## src/rtl/pqa_pkg.sv

```systemverilog
// Shared constants, codes and types for the aging priority queue.
// Used by the channel interfaces, the controller, the datapath and the top level.
// No dependencies.
package pqa_pkg;

    // Queue size and derived widths
    localparam int QUEUE_DEPTH = 16;
    localparam int IDX_W       = (QUEUE_DEPTH > 1) ? $clog2(QUEUE_DEPTH) : 1;
    localparam int HELD_W      = $clog2(QUEUE_DEPTH + 1);

    // Field widths
    localparam int OP_W     = 2;
    localparam int DATA_W   = 32;
    localparam int PRIO_W   = 11;
    localparam int STATUS_W = 2;
    localparam int COUNT_W  = 5;
    localparam int STAMP_W  = 16;

    localparam logic [PRIO_W-1:0] AGING_LIMIT_RESET = PRIO_W'(1024);

    typedef enum logic [OP_W-1:0] {
        OP_INSERT = 2'd0,
        OP_REMOVE = 2'd1,
        OP_AGE    = 2'd2,
        OP_NOP    = 2'd3
    } op_t;

    typedef enum logic [STATUS_W-1:0] {
        ST_OK    = 2'd0,
        ST_EMPTY = 2'd1,
        ST_FULL  = 2'd2
    } status_t;

    // One stored entry
    typedef struct packed {
        logic signed [DATA_W-1:0] data;
        logic [PRIO_W-1:0]        orig;
        logic [PRIO_W-1:0]        cur;
        logic [STAMP_W-1:0]       stamp;
    } slot_t;

    localparam int SLOT_W = $bits(slot_t);

    // Controller to datapath
    typedef struct packed {
        logic capture;    // latch the input item, reset the scan
        logic scan_read;  // read the slot at the scan index, advance it
        logic finish;     // commit the operation, load the result
    } ctrl_cmd_t;

    // Datapath to controller
    typedef struct packed {
        logic scan_last;  // scan index is at the last slot
        logic out_free;   // result register can take a new result
    } ctrl_stat_t;

endpackage

```

## src/rtl/pqa_in_if.sv

```systemverilog
// Input channel of the aging priority queue: valid/ready plus one operation.
// Depends on pqa_pkg.
interface pqa_in_if;
    logic                             valid;
    logic                             ready;
    logic [pqa_pkg::OP_W-1:0]         operation;
    logic signed [pqa_pkg::DATA_W-1:0] item_data;
    logic [pqa_pkg::PRIO_W-1:0]       priority_req;
    logic [pqa_pkg::PRIO_W-1:0]       age_amount;

    modport source (
        output valid, operation, item_data, priority_req, age_amount,
        input  ready
    );
    modport sink (
        input  valid, operation, item_data, priority_req, age_amount,
        output ready
    );
endinterface

```

## src/rtl/pqa_out_if.sv

```systemverilog
// Result channel of the aging priority queue: valid/ready plus one result.
// Depends on pqa_pkg.
interface pqa_out_if;
    logic                              valid;
    logic                              ready;
    logic [pqa_pkg::STATUS_W-1:0]      status;
    logic signed [pqa_pkg::DATA_W-1:0] out_data;
    logic [pqa_pkg::PRIO_W-1:0]        out_priority;
    logic [pqa_pkg::COUNT_W-1:0]       entry_count;

    modport source (
        output valid, status, out_data, out_priority, entry_count,
        input  ready
    );
    modport sink (
        input  valid, status, out_data, out_priority, entry_count,
        output ready
    );
endinterface

```

## src/rtl/pqa_ram.sv

```systemverilog
// Generic RAM: one write port, one read port, registered read data.
// No dependencies.
module pqa_ram #(
    parameter int WIDTH = 8,
    parameter int DEPTH = 16
) (
    input  logic                                         clk,
    input  logic                                         we,
    input  logic [((DEPTH > 1) ? $clog2(DEPTH) : 1)-1:0] waddr,
    input  logic [WIDTH-1:0]                             wdata,
    input  logic [((DEPTH > 1) ? $clog2(DEPTH) : 1)-1:0] raddr,
    output logic [WIDTH-1:0]                             rdata
);

    logic [WIDTH-1:0] mem_reg [DEPTH];
    logic [WIDTH-1:0] rd_data_reg;

    // Write and registered read
    always_ff @(posedge clk)
    begin
        if (we)
        begin
            mem_reg[waddr] <= wdata;
        end
        rd_data_reg <= mem_reg[raddr];
    end

    assign rdata = rd_data_reg;

endmodule

```

## src/rtl/pqa_ctrl.sv

```systemverilog
// Controller of the aging priority queue: sequences capture, slot scan and commit.
// Depends on pqa_pkg; drives the datapath through ctrl_cmd_t.
module pqa_ctrl (
    input  logic                clk,
    input  logic                rst_n,
    input  logic                in_valid,
    input  pqa_pkg::op_t        in_op,
    output logic                in_ready,
    input  pqa_pkg::ctrl_stat_t stat,
    output pqa_pkg::ctrl_cmd_t  cmd
);

    typedef enum logic [3:0] {
        S_IDLE  = 4'b0001,
        S_SCAN  = 4'b0010,
        S_DRAIN = 4'b0100,
        S_DONE  = 4'b1000
    } state_t;

    state_t state_reg;
    state_t state_next;

    // Next state and commands
    always_comb
    begin
        state_next = state_reg;
        cmd        = '0;
        in_ready   = 1'b0;
        case (state_reg)
            S_IDLE:
            begin
                in_ready = 1'b1;
                if (in_valid)
                begin
                    cmd.capture = 1'b1;
                    if (in_op inside {pqa_pkg::OP_REMOVE, pqa_pkg::OP_AGE})
                    begin
                        state_next = S_SCAN;
                    end
                    else
                    begin
                        state_next = S_DONE;
                    end
                end
            end
            S_SCAN:
            begin
                cmd.scan_read = 1'b1;
                if (stat.scan_last)
                begin
                    state_next = S_DRAIN;
                end
            end
            // last read slot is evaluated here
            S_DRAIN:
            begin
                state_next = S_DONE;
            end
            S_DONE:
            begin
                if (stat.out_free)
                begin
                    cmd.finish = 1'b1;
                    state_next = S_IDLE;
                end
            end
            default:
            begin
                state_next = S_IDLE;
            end
        endcase
    end

    // State register
    always_ff @(posedge clk or negedge rst_n)
    begin
        if (!rst_n)
        begin
            state_reg <= S_IDLE;
        end
        else
        begin
            state_reg <= state_next;
        end
    end

endmodule

```

## src/rtl/pqa_dp.sv

```systemverilog
// Datapath of the aging priority queue: slot RAM, valid bits, scan/compare logic,
// aging write-back and the result register. Depends on pqa_pkg and pqa_ram.
module pqa_dp (
    input  logic                                  clk,
    input  logic                                  rst_n,
    input  pqa_pkg::ctrl_cmd_t                    cmd,
    output pqa_pkg::ctrl_stat_t                   stat,
    input  logic                                  cfg_we,
    input  logic [pqa_pkg::PRIO_W-1:0]            cfg_data,
    input  logic [pqa_pkg::OP_W-1:0]              in_operation,
    input  logic signed [pqa_pkg::DATA_W-1:0]     in_item_data,
    input  logic [pqa_pkg::PRIO_W-1:0]            in_priority_req,
    input  logic [pqa_pkg::PRIO_W-1:0]            in_age_amount,
    input  logic                                  out_ready,
    output logic                                  out_valid,
    output logic [pqa_pkg::STATUS_W-1:0]          out_status,
    output logic signed [pqa_pkg::DATA_W-1:0]     out_data,
    output logic [pqa_pkg::PRIO_W-1:0]            out_priority,
    output logic [pqa_pkg::COUNT_W-1:0]           out_entry_count
);

    // Captured item and configuration
    pqa_pkg::op_t                       op_reg;
    logic signed [pqa_pkg::DATA_W-1:0]  data_reg;
    logic [pqa_pkg::PRIO_W-1:0]         prio_reg;
    logic [pqa_pkg::PRIO_W-1:0]         amount_reg;
    logic [pqa_pkg::PRIO_W-1:0]         limit_reg;

    // Queue bookkeeping
    logic [pqa_pkg::QUEUE_DEPTH-1:0]    valid_reg;
    logic [pqa_pkg::HELD_W-1:0]         held_reg;
    logic [pqa_pkg::STAMP_W-1:0]        arrival_reg;

    // Scan pipeline
    logic [pqa_pkg::IDX_W-1:0]          idx_reg;
    logic                               proc_valid_reg;
    logic [pqa_pkg::IDX_W-1:0]          proc_idx_reg;

    // Best candidate of a remove scan
    logic                               best_found_reg;
    logic [pqa_pkg::IDX_W-1:0]          best_idx_reg;
    logic [pqa_pkg::PRIO_W-1:0]         best_cur_reg;
    logic [pqa_pkg::STAMP_W-1:0]        best_age_reg;
    logic signed [pqa_pkg::DATA_W-1:0]  best_data_reg;
    logic [pqa_pkg::PRIO_W-1:0]         best_orig_reg;

    // Result register
    logic                               out_valid_reg;
    pqa_pkg::status_t                   out_status_reg;
    logic signed [pqa_pkg::DATA_W-1:0]  out_data_reg;
    logic [pqa_pkg::PRIO_W-1:0]         out_prio_reg;
    logic [pqa_pkg::HELD_W-1:0]         out_count_reg;

    // RAM ports
    logic                               ram_we;
    logic [pqa_pkg::IDX_W-1:0]          ram_waddr;
    pqa_pkg::slot_t                     ram_wdata;
    pqa_pkg::slot_t                     rd_slot;

    // Combinational helpers
    logic [pqa_pkg::IDX_W-1:0]          free_idx;
    logic                               full;
    logic                               proc_hit;
    logic [pqa_pkg::PRIO_W:0]           age_sum;
    logic                               age_fits;
    logic [pqa_pkg::STAMP_W-1:0]        rd_age;
    logic                               better;
    logic                               do_insert;
    logic                               do_remove;

    pqa_ram #(
        .WIDTH (pqa_pkg::SLOT_W),
        .DEPTH (pqa_pkg::QUEUE_DEPTH)
    ) u_slot_ram (
        .clk   (clk),
        .we    (ram_we),
        .waddr (ram_waddr),
        .wdata (ram_wdata),
        .raddr (idx_reg),
        .rdata (rd_slot)
    );

    // Lowest free slot
    always_comb
    begin
        free_idx = '0;
        for (int i = pqa_pkg::QUEUE_DEPTH - 1; i >= 0; i--)
        begin
            if (!valid_reg[i])
            begin
                free_idx = pqa_pkg::IDX_W'(i);
            end
        end
    end

    assign full      = (held_reg == pqa_pkg::HELD_W'(pqa_pkg::QUEUE_DEPTH));
    assign do_insert = cmd.finish && (op_reg == pqa_pkg::OP_INSERT) && !full;
    assign do_remove = cmd.finish && (op_reg == pqa_pkg::OP_REMOVE) && best_found_reg;

    // Evaluate the slot whose read data just arrived
    assign proc_hit = proc_valid_reg && valid_reg[proc_idx_reg];
    assign age_sum  = {1'b0, rd_slot.cur} + {1'b0, amount_reg};
    assign age_fits = (age_sum <= {1'b0, limit_reg});
    assign rd_age   = arrival_reg - rd_slot.stamp;
    assign better   = !best_found_reg || (rd_slot.cur > best_cur_reg) ||
                      ((rd_slot.cur == best_cur_reg) && (rd_age > best_age_reg));

    // RAM write: insert at commit, aging write-back during the scan
    always_comb
    begin
        ram_we    = 1'b0;
        ram_waddr = proc_idx_reg;
        ram_wdata = rd_slot;
        if (do_insert)
        begin
            ram_we          = 1'b1;
            ram_waddr       = free_idx;
            ram_wdata.data  = data_reg;
            ram_wdata.orig  = prio_reg;
            ram_wdata.cur   = prio_reg;
            ram_wdata.stamp = arrival_reg;
        end
        else if (proc_hit && (op_reg == pqa_pkg::OP_AGE) && age_fits)
        begin
            ram_we        = 1'b1;
            ram_wdata.cur = age_sum[pqa_pkg::PRIO_W-1:0];
        end
    end

    // Captured item
    always_ff @(posedge clk)
    begin
        if (cmd.capture)
        begin
            data_reg   <= in_item_data;
            prio_reg   <= in_priority_req;
            amount_reg <= in_age_amount;
        end
    end

    // Best candidate payload
    always_ff @(posedge clk)
    begin
        if (proc_hit && (op_reg == pqa_pkg::OP_REMOVE) && better)
        begin
            best_idx_reg  <= proc_idx_reg;
            best_cur_reg  <= rd_slot.cur;
            best_age_reg  <= rd_age;
            best_data_reg <= rd_slot.data;
            best_orig_reg <= rd_slot.orig;
        end
    end

    // Result payload
    always_ff @(posedge clk)
    begin
        if (cmd.finish)
        begin
            out_status_reg <= pqa_pkg::ST_OK;
            out_data_reg   <= '0;
            out_prio_reg   <= '0;
            out_count_reg  <= held_reg;
            case (op_reg)
                pqa_pkg::OP_INSERT:
                begin
                    if (full)
                    begin
                        out_status_reg <= pqa_pkg::ST_FULL;
                    end
                    else
                    begin
                        out_count_reg <= held_reg + 1'b1;
                    end
                end
                pqa_pkg::OP_REMOVE:
                begin
                    if (best_found_reg)
                    begin
                        out_data_reg  <= best_data_reg;
                        out_prio_reg  <= best_orig_reg;
                        out_count_reg <= held_reg - 1'b1;
                    end
                    else
                    begin
                        out_status_reg <= pqa_pkg::ST_EMPTY;
                    end
                end
                default:
                begin
                    out_status_reg <= pqa_pkg::ST_OK;
                end
            endcase
        end
    end

    // Control state
    always_ff @(posedge clk or negedge rst_n)
    begin
        if (!rst_n)
        begin
            op_reg         <= pqa_pkg::OP_NOP;
            limit_reg      <= pqa_pkg::AGING_LIMIT_RESET;
            valid_reg      <= '0;
            held_reg       <= '0;
            arrival_reg    <= '0;
            idx_reg        <= '0;
            proc_valid_reg <= 1'b0;
            proc_idx_reg   <= '0;
            best_found_reg <= 1'b0;
            out_valid_reg  <= 1'b0;
        end
        else
        begin
            if (cfg_we)
            begin
                limit_reg <= cfg_data;
            end

            // scan index and read pipeline
            proc_valid_reg <= cmd.scan_read;
            proc_idx_reg   <= idx_reg;
            if (cmd.capture)
            begin
                op_reg         <= pqa_pkg::op_t'(in_operation);
                idx_reg        <= '0;
                best_found_reg <= 1'b0;
            end
            else if (cmd.scan_read)
            begin
                idx_reg <= idx_reg + 1'b1;
            end

            if (proc_hit && (op_reg == pqa_pkg::OP_REMOVE) && better)
            begin
                best_found_reg <= 1'b1;
            end

            // commit
            if (do_insert)
            begin
                valid_reg[free_idx] <= 1'b1;
                held_reg            <= held_reg + 1'b1;
                arrival_reg         <= arrival_reg + 1'b1;
            end
            else if (do_remove)
            begin
                valid_reg[best_idx_reg] <= 1'b0;
                held_reg                <= held_reg - 1'b1;
            end

            // result handshake
            if (cmd.finish)
            begin
                out_valid_reg <= 1'b1;
            end
            else if (out_ready)
            begin
                out_valid_reg <= 1'b0;
            end
        end
    end

    assign stat.scan_last = (idx_reg == pqa_pkg::IDX_W'(pqa_pkg::QUEUE_DEPTH - 1));
    assign stat.out_free  = !out_valid_reg || out_ready;

    assign out_valid       = out_valid_reg;
    assign out_status      = out_status_reg;
    assign out_data        = out_data_reg;
    assign out_priority    = out_prio_reg;
    assign out_entry_count = pqa_pkg::COUNT_W'(out_count_reg);

`ifndef SYNTHESIS
    // count matches the valid bits
    a_count_matches_valid: assert property (@(posedge clk) disable iff (!rst_n)
        $countones(valid_reg) == held_reg)
        else $error("held count differs from number of valid slots");

    // never more entries than slots
    a_count_bounded: assert property (@(posedge clk) disable iff (!rst_n)
        held_reg <= pqa_pkg::HELD_W'(pqa_pkg::QUEUE_DEPTH))
        else $error("held count above queue depth");

    // aging writes only touch held slots
    a_age_write_valid: assert property (@(posedge clk) disable iff (!rst_n)
        (ram_we && !do_insert) |-> valid_reg[ram_waddr])
        else $error("aging write-back to a free slot");

    // removed slot is freed
    a_remove_frees: assert property (@(posedge clk) disable iff (!rst_n)
        do_remove |=> !valid_reg[$past(best_idx_reg)])
        else $error("removed slot still marked valid");

    // result only loaded into a free result register
    a_finish_when_free: assert property (@(posedge clk) disable iff (!rst_n)
        cmd.finish |-> stat.out_free)
        else $error("result overwritten before transfer");
`endif

endmodule

```

## src/rtl/priority_queue_with_aging_core.sv

```systemverilog
// Aging priority queue, top level: controller plus datapath on two channels.
// Depends on pqa_pkg, pqa_in_if, pqa_out_if, pqa_ctrl, pqa_dp (pqa_ram).
//
// Usage:
//   in_ch  carries one operation per transfer: insert (item_data, priority_req),
//          remove highest current priority, age by age_amount (within aging_limit), or nop.
//   out_ch returns exactly one result per operation: status, removed data and
//          original priority (zero otherwise) and the entry count afterwards.
//   cfg_we/cfg_data write aging_limit; write it only while the block is idle.
// Sequence:
//   Insert and nop go from the input transfer straight to the commit, which loads
//   the result register once it is free; the next input is taken after the commit.
//   Remove and age scan all slots, evaluate the last read slot, then commit; the
//   slot RAM is read one slot per cycle, with aging write-back on its write port.
//   One operation is worked on at a time; in_ch.ready is high only between
//   operations, including while a finished result waits on out_ch.
// Reset: queue empty, arrival counter zero, aging_limit 1024.
// Stall: when out_ch.ready is low the result holds; a following operation is
//   taken and processed, then waits for the result register to drain.
module priority_queue_with_aging_core (
    input  logic                       clk,
    input  logic                       rst_n,
    input  logic                       cfg_we,
    input  logic [pqa_pkg::PRIO_W-1:0] cfg_data,
    pqa_in_if.sink                     in_ch,
    pqa_out_if.source                  out_ch
);

    pqa_pkg::ctrl_cmd_t  cmd;
    pqa_pkg::ctrl_stat_t stat;
    logic                ctrl_ready;

    pqa_ctrl u_ctrl (
        .clk      (clk),
        .rst_n    (rst_n),
        .in_valid (in_ch.valid),
        .in_op    (pqa_pkg::op_t'(in_ch.operation)),
        .in_ready (ctrl_ready),
        .stat     (stat),
        .cmd      (cmd)
    );

    pqa_dp u_dp (
        .clk             (clk),
        .rst_n           (rst_n),
        .cmd             (cmd),
        .stat            (stat),
        .cfg_we          (cfg_we),
        .cfg_data        (cfg_data),
        .in_operation    (in_ch.operation),
        .in_item_data    (in_ch.item_data),
        .in_priority_req (in_ch.priority_req),
        .in_age_amount   (in_ch.age_amount),
        .out_ready       (out_ch.ready),
        .out_valid       (out_ch.valid),
        .out_status      (out_ch.status),
        .out_data        (out_ch.out_data),
        .out_priority    (out_ch.out_priority),
        .out_entry_count (out_ch.entry_count)
    );

    assign in_ch.ready = ctrl_ready;

endmodule

```

## src/flat_wrapper.sv

```systemverilog
// flat-port wrapper written by rule: the top's interface ports become plain ports
module priority_queue_with_aging_core_flat 
  (clk, rst_n, cfg_we, cfg_data, in_ch_valid, in_ch_operation, in_ch_item_data, in_ch_priority_req, in_ch_age_amount, in_ch_ready, out_ch_valid, out_ch_status, out_ch_out_data, out_ch_out_priority, out_ch_entry_count, out_ch_ready);
  pqa_in_if in_ch_i ();
  pqa_out_if out_ch_i ();
  input  logic clk;
  input  logic rst_n;
  input  logic cfg_we;
  input  logic [pqa_pkg::PRIO_W-1:0] cfg_data;
  input wire logic [$bits(in_ch_i.valid)-1:0] in_ch_valid;
  input wire logic [$bits(in_ch_i.operation)-1:0] in_ch_operation;
  input wire logic [$bits(in_ch_i.item_data)-1:0] in_ch_item_data;
  input wire logic [$bits(in_ch_i.priority_req)-1:0] in_ch_priority_req;
  input wire logic [$bits(in_ch_i.age_amount)-1:0] in_ch_age_amount;
  output wire logic [$bits(in_ch_i.ready)-1:0] in_ch_ready;
  output wire logic [$bits(out_ch_i.valid)-1:0] out_ch_valid;
  output wire logic [$bits(out_ch_i.status)-1:0] out_ch_status;
  output wire logic [$bits(out_ch_i.out_data)-1:0] out_ch_out_data;
  output wire logic [$bits(out_ch_i.out_priority)-1:0] out_ch_out_priority;
  output wire logic [$bits(out_ch_i.entry_count)-1:0] out_ch_entry_count;
  input wire logic [$bits(out_ch_i.ready)-1:0] out_ch_ready;
  assign in_ch_i.valid = in_ch_valid;
  assign in_ch_i.operation = in_ch_operation;
  assign in_ch_i.item_data = in_ch_item_data;
  assign in_ch_i.priority_req = in_ch_priority_req;
  assign in_ch_i.age_amount = in_ch_age_amount;
  assign in_ch_ready = in_ch_i.ready;
  assign out_ch_valid = out_ch_i.valid;
  assign out_ch_status = out_ch_i.status;
  assign out_ch_out_data = out_ch_i.out_data;
  assign out_ch_out_priority = out_ch_i.out_priority;
  assign out_ch_entry_count = out_ch_i.entry_count;
  assign out_ch_i.ready = out_ch_ready;
  priority_queue_with_aging_core u_core (.clk(clk), .rst_n(rst_n), .cfg_we(cfg_we), .cfg_data(cfg_data), .in_ch(in_ch_i), .out_ch(out_ch_i));
endmodule
```

## config.mk

```make
export PLATFORM = sky130hd
export DESIGN_NAME = priority_queue_with_aging_core_flat
export DESIGN_NICKNAME = d
export VERILOG_FILES = /design/src/rtl/pqa_pkg.sv /design/src/rtl/pqa_in_if.sv /design/src/rtl/pqa_out_if.sv /design/src/rtl/pqa_ram.sv /design/src/rtl/pqa_ctrl.sv /design/src/rtl/pqa_dp.sv /design/src/rtl/priority_queue_with_aging_core.sv /design/src/flat_wrapper.sv
export SDC_FILE = /design/constraint.sdc
export NUM_CORES = 2
export LEC_CHECK = 0
export BUFFER_PORTS_ARGS = -buffer_cell sky130_fd_sc_hd__buf_2
export CORE_UTILIZATION = 60
export CTS_BUF_LIST = sky130_fd_sc_hd__clkbuf_2
export DETAILED_ROUTE_END_ITERATION = 6
export PLACE_DENSITY_LB_ADDON = 0.3
export REMOVE_ABC_BUFFERS = 1
export SYNTH_ARGS = -nofsm -noshare
export SYNTH_HDL_FRONTEND = slang
export SYNTH_SLANG_ARGS = --single-unit
```

## constraint.sdc

```tcl
create_clock -name clk -period 17 [get_ports clk]
set_input_delay 2.55 -clock clk [delete_from_list [all_inputs] [get_ports clk]]
set_output_delay 2.55 -clock clk [all_outputs]
set_load 0.1 [all_outputs]
```

# Word-level counts from Yosys, hierarchy flattened
# Memories as Yosys holds them, arrays and structs flattened. A register that Yosys moved wholly into a read port is not among the register bits.
# Index checks and enable logic that the tools add are counted.
classes:
  addsub: 6
  magnitude_cmp: 8
  n_eq_ne: 14
  muxes: 58
  n_bitwise: 3
  n_reduce_logical: 26
op_table:
  columns: ["operator", "n"]
  rows:
  - ["two-way mux 4 bit", 23]
  - ["two-way mux 16 bit", 3]
  - ["two-way mux 43 bit", 1]
  - ["two-way mux 11 bit", 2]
  - ["two-way mux 5 bit", 4]
  - ["two-way mux 1 bit", 18]
  - ["adder 16 x 1 -> 16 bit, second input constant", 1]
  - ["AND 16 bit", 1]
  - ["> comparator 16 bit", 1]
  - ["inverter 16 bit", 1]
  - ["bitwise OR 16 bit", 1]
  - ["one-hot mux 4 bit (4 select lines)", 1]
  - ["subtractor 16 bit", 1]
  - ["less-than comparator 4 x 5 -> 1 bit, second input constant", 3]
  - ["adder 11 x 11 -> 12 bit", 1]
  - ["<= comparator 12 x 11 -> 1 bit", 1]
  - ["logical AND 1 bit", 12]
  - ["== test 11 bit", 1]
  - ["> comparator 11 bit", 1]
  - ["one-hot mux 5 bit (2 select lines)", 1]
  - ["nonzero test 2 bit", 5]
  - ["demux 1 bit (select 4 bit)", 2]
  - ["== test 4 bit, second input constant", 2]
  - [">= comparator 4 x 1 -> 1 bit, second input constant", 2]
  - ["19 further kinds", 26]
word_totals:
  reg_bits: 243
  mem_bits_rw: 1120
  out_inout_bits: 52
  memories: 1
mem_list:
  columns: ["name", "words", "word_bits", "rd", "rd_ports_with_merged_regs", "wr", "line_no", "rtl"]
  rows:
  - ["u_core.u_dp.u_slot_ram.mem_reg", 16, 70, 1, 1, 1, "pqa_ram.sv:15", "logic [WIDTH-1:0] mem_reg [DEPTH];"]

# Logic depth before layout (Yosys ltp)
depth:
  word_depth: 22
  ltp_mapped: 17

# Cells and area by module
# A second synthesis with hierarchy kept.
hier_totals:
  cells_unflattened: 2865
  hier_area_um2: 55351.8
modules_own_cells:
  columns: ["module", "instances", "cells_per_inst", "area_per_inst_um2"]
  rows:
  - ["pqa_ram", 1, 1800, 43324.1]
  - ["pqa_dp", 1, 1045, 11813.8]
  - ["pqa_ctrl", 1, 20, 214.0]

# Worst setup path after synthesis
# OpenSTA, ideal clock, no wires.
synth_path:
  path_kind: "flip-flop to flip-flop"
  startpoint: "reg u_core.u_dp.arrival_reg[0] (netlist name)"
  endpoint: "reg u_core.u_dp.best_age_reg[0] (netlist name) (enable)"
  setup_ps: 552
  arrival_ps: 7421
  required_ps: 16448
  setup_slack_ps: 9026
  stages_incl_launch_ff: 16
  path_cell_list: "dfrtp_1 > inv_1 > ha_1 > fa_1 > nor2b_1 > o31a_1 > nor2_1 > o31ai_1 > a31oi_1 > a311o_1 > ha_1 > and4_1 > nand4_1 > or3_1 > a41o_1 > a31oi_1"
synth_via:
  elab_chain_cells: 5
synth_rtl:
  columns: ["element", "line_no", "rtl"]
  rows:
  - ["start: declaration", "pqa_dp.sv:32", "logic [pqa_pkg::STAMP_W-1:0] arrival_reg;"]
  - ["start signal: assignment", "pqa_dp.sv:243", "arrival_reg <= arrival_reg + 1'b1;"]
  - ["subtractor 16 bit", "pqa_dp.sv:104", "assign rd_age = arrival_reg - rd_slot.stamp;"]
  - ["named net u_core.u_dp.rd_age, one bit", "pqa_dp.sv:66", "logic [pqa_pkg::STAMP_W-1:0] rd_age;"]
  - ["> comparator 16 bit", "pqa_dp.sv:106", "((rd_slot.cur == best_cur_reg) && (rd_age > best_age_reg));"]
  - ["logical AND 1 bit", "pqa_dp.sv:106", null]
  - ["logical OR 1 bit", "pqa_dp.sv:105", "assign better = !best_found_reg || (rd_slot.cur > best_cur_reg) ||"]
  - ["logical AND 1 bit", "pqa_dp.sv:144", "if (proc_hit && (op_reg == pqa_pkg::OP_REMOVE) && better)"]
  - ["end signal: assignment", "pqa_dp.sv:148", "best_age_reg <= rd_age;"]
  - ["end: declaration", "pqa_dp.sv:43", "logic [pqa_pkg::STAMP_W-1:0] best_age_reg;"]
# The timed path passes the listed nets, and every way through them passes these cells.
# A chain may end at the register's enable or synchronous reset.

# Final worst setup path
layout_path:
  startpoint: "reg u_core.u_dp.amount_reg[0] (netlist name)"
  endpoint: "mem u_core.u_dp.u_slot_ram.mem_reg[5][40] (netlist name) (enable)"
layout_via:
  elab_chain_cells: 7
layout_rtl:
  columns: ["element", "line_no", "rtl"]
  rows:
  - ["start: declaration", "pqa_dp.sv:26", "logic [pqa_pkg::PRIO_W-1:0] amount_reg;"]
  - ["start signal: assignment", "pqa_dp.sv:137", "amount_reg <= in_age_amount;"]
  - ["adder 11 x 11 -> 12 bit", "pqa_dp.sv:102", "assign age_sum = {1'b0, rd_slot.cur} + {1'b0, amount_reg};"]
  - ["<= comparator 12 x 11 -> 1 bit", "pqa_dp.sv:103", "assign age_fits = (age_sum <= {1'b0, limit_reg});"]
  - ["logical AND 1 bit", "pqa_dp.sv:123", "else if (proc_hit && (op_reg == pqa_pkg::OP_AGE) && age_fits)"]
  - ["two-way mux 1 bit", "pqa_dp.sv:123", null]
  - ["two-way mux 1 bit", "pqa_dp.sv:114", "if (do_insert)"]
  - ["two-way mux 1 bit", "pqa_ram.sv:21", "if (we)"]
  - ["two-way mux 1 bit (implied by the code)", "pqa_ram.sv:23", "mem_reg[waddr] <= wdata;"]
  - ["end: declaration", "pqa_ram.sv:15", null]
# No other way between the ends.

==> impl_metrics.toml <==
[outcome]
outcome = "completed"

[synth]
ys_top_cells_by_area = "edfxtp_1, mux4_2, dfrtp_1"
ys_ff_latch = 1433
synth_edf_count = 1298
synthDistinctLibCells = 78
yosysTopAreaCell = "edfxtp_1"
synth.top_cell.area_share_pct = 70.4
netlist_instances = 2700
synth-seq-area-share_pct = 75.9
netlist_area_um2 = 55400
yosys_warnings = 0
yosys_most_used_dff = "edfxtp_1"
avgSynthCellArea_um2 = 20.5
async_reset_ff_share_pct = 4.54

[routing]
finalWirelength_um = 119000
drt-initial-drc-count = 2893
drcViolationCount = 0
vias = 28200
wire_per_inst_um = 25.9
drtAntennaViolNets = 0
first_pass_iters = 5
viasPerCell = 6.15

[sta]
clock_skew_ps = 204
relSlewSlack_pct = 9.12
tightest_slew_ps = 1350
final_hold_viol_count = 0
fin_hold_ws_ps = 420
setup_viol = 0
rsz0062_at_grt = "false"
fin_crit_sh_pct = 36.4
period_needed_ps = 6180
slew_violations = 0
fmax_mhz = 162
final.setup.tns_ps = 0

[cts]
cts_resized = 0
cts.htree.levels = 5
cts-root-buf = "clkbuf_2"
cts_tree = "built"
path_clk_slew_ps = 110
cts.hold.buffers_added = 0
numCtsBuffers = 356
clock-sinks = 1433
cts_setup_buffers = 0
cts.path.max_buffers = 4
clock_latency_ps = 1530

[pwr]
p_leak_nw = 20.6
power_density_nw_per_um2 = 156
p_int_mw = 6.42
p_sw_share_pct = 32.2
clkPwrFrac_pct = 23.1
combPwrFrac_pct = 27.0
seqPwrFrac_pct = 49.9
p_sw_mw = 3.04
vdd.ir_drop.worst_mv = 0.139

[placement]
placed_area_um2 = 57600
io_buffer_count = 123
gp_congestion = 0.902
dp_hpwl_um = 66000

[worst_hold_path]
min_from = "u_core.u_dp.u_slot_ram.rdata[28]"
hold_class = "reg2reg"
holdPathStages = 0
hold_end = "u_core.u_dp.best_orig_reg[1]"

[finish]
final_cell_area_um2 = 60700
layout_commonest_cell = "edfxtp_1"
nets = 3264
fin_util_pct = 66.3
fillers = 6007
layout_common_cells = "edfxtp_1, clkbuf_2, mux4_2"
largest_reg_flops = 1120
area_growth_pct = 9.62
drive_gt1_share_pct = 33.3

[floorplan]
die_y_um = 306
fp.coreArea_um2 = 91500
start_util_pct = 60.5
fp.dieArea_um2 = 93500
ios = 124
row_count = 111
die_width_um = 306

[setup_path]
crit_start = "u_core.u_dp.amount_reg[0]"
worstPathMaxFanout = 36
r2r_slack_ps = 10820
end_kind = "flip-flop"
worst_ep_arrival_time_ps = 7210
timing.rr.end = "u_core.u_dp.u_slot_ram.mem_reg[5][40]"
crit_type = "reg2reg"
cp.required_ps = 18030
reg2regPathDepth = 16
r2r-start = "u_core.u_dp.amount_reg[0]"
cp-start-kind = "flip-flop"

[run]
maxCapViolations = 0

[grt]
grt_usage_pct = 26.0
antenna_found_initial = 5
gr-total-overflow = 0
first_global_vias = 29600
grt_first_pass_wirelength_um = 178000
grt_start_max_net_pins = 114
how the worst max path moves through the flow:
stage	to	slack (ps)	cells after the start
after floorplan	u_core.u_ctrl.state_reg[1]	4910	6
after global placement	u_core.u_dp.u_slot_ram.mem_reg[4][58]	9720	11
after detailed placement	u_core.u_dp.u_slot_ram.mem_reg[4][45]	9600	11
after CTS	u_core.u_dp.u_slot_ram.mem_reg[7][43]	10800	16
after global routing	u_core.u_dp.u_slot_ram.mem_reg[7][43]	10550	16
final	u_core.u_dp.u_slot_ram.mem_reg[5][40]	10820	16
cell type report:
| cell class | count | area [µm²] | area share, % |
|---|---|---|---|
| Inverter | 76 | 287 | 0.472 |
| Sequential cell | 1433 | 42000 | 69.2 |
| Multi-Input combinational cell | 1076 | 12700 | 21.0 |
| Timing Repair Buffer | 179 | 1050 | 1.73 |
| Clock buffer | 527 | 2640 | 4.34 |
| Tap cell | 1186 | 1480 | 2.44 |
| Clock inverter | 101 | 494 | 0.814 |
| Antenna cell | 1 | 2.50 | 0.00412 |
per-layer routing:
metal / global-route usage, % / vias to the layer above / routed length, µm
li1: - / 12000 / -
met4: 8.47 / 4 / 2350
met2: 41.4 / 1402 / 58700
met1: 35.4 / 14500 / 46800
met3: 7.06 / 174 / 10600
met5: 0 / - / 27
through the flow:
stage / setup WS (ps) / power [mW] / instances
after global placement: 9720 / 7.25 / 3950
final: 10820 / 9.47 / 4579
after CTS: 10800 / 9.55 / 4578
after floorplan: 4910 / 7.16 / 2585
after detailed placement: 9600 / 7.37 / 3950
after global routing: 10550 / 9.94 / 4579
worst max-delay path: stages (launching register included):
cell	delay, ps
edfxtp_1	390
ha_1	240
fa_1	420
a21oi_1	220
o22ai_1	130
or4_1	460
a31o_2	250
a21oi_1	170
xnor2_1	120
ha_1	210
a211o_1	270
a21o_1	180
a211oi_4	410
a41oi_1	510
nor2_4	650
buf_4	530
buf_4	640
Yosys cell counts (all sizes together), types with 4 or more instances:
cell,instances
mux4,352
nor2,71
o21ai,67
a21o,20
nor3b,4
dfstp,4
a221o,11
a21oi,30
clkbuf,69
and3,20
buf,46
nand4,14
mux2i,8
a211oi,5
nor2b,7
mux2,4
xnor2,34
nand3b,4
nand2b,7
nand3,20
dfrtp,61
a31oi,7
nor3,12
o31ai,6
inv,76
ha,68
or3,5
and2,53
o22ai,4
dfxtp,70
nand2,171
xor2,12
o21a,6
edfxtp,1298
power by group through the flow:
| stage | Combinational [mW] | Clock, mW | Sequential (mW) |
|---|---|---|---|
| floorplan | 2.08 | 0 | 5.08 |
| global placement | 2.46 | 0 | 4.79 |
| detailed placement | 2.57 | 0 | 4.80 |
| CTS | 2.58 | 2.25 | 4.72 |
| global route | 2.77 | 2.42 | 4.75 |
| finish | 2.56 | 2.19 | 4.72 |
cells by family (layout without fill, tap and decap cells):
group	after synthesis	count (layout)	share of synthesized area, %
flops	1433	1433	75.9
simple gates	402	402	3.47
mux	364	364	14.5
compound gates	194	194	2.37
buf+inv	191	883	1.42
fa+ha+maj	70	70	1.61
xor+xnor	46	46	0.728
other cells	0	1	0
No activity file was read; power rests on OpenSTA's default activity.
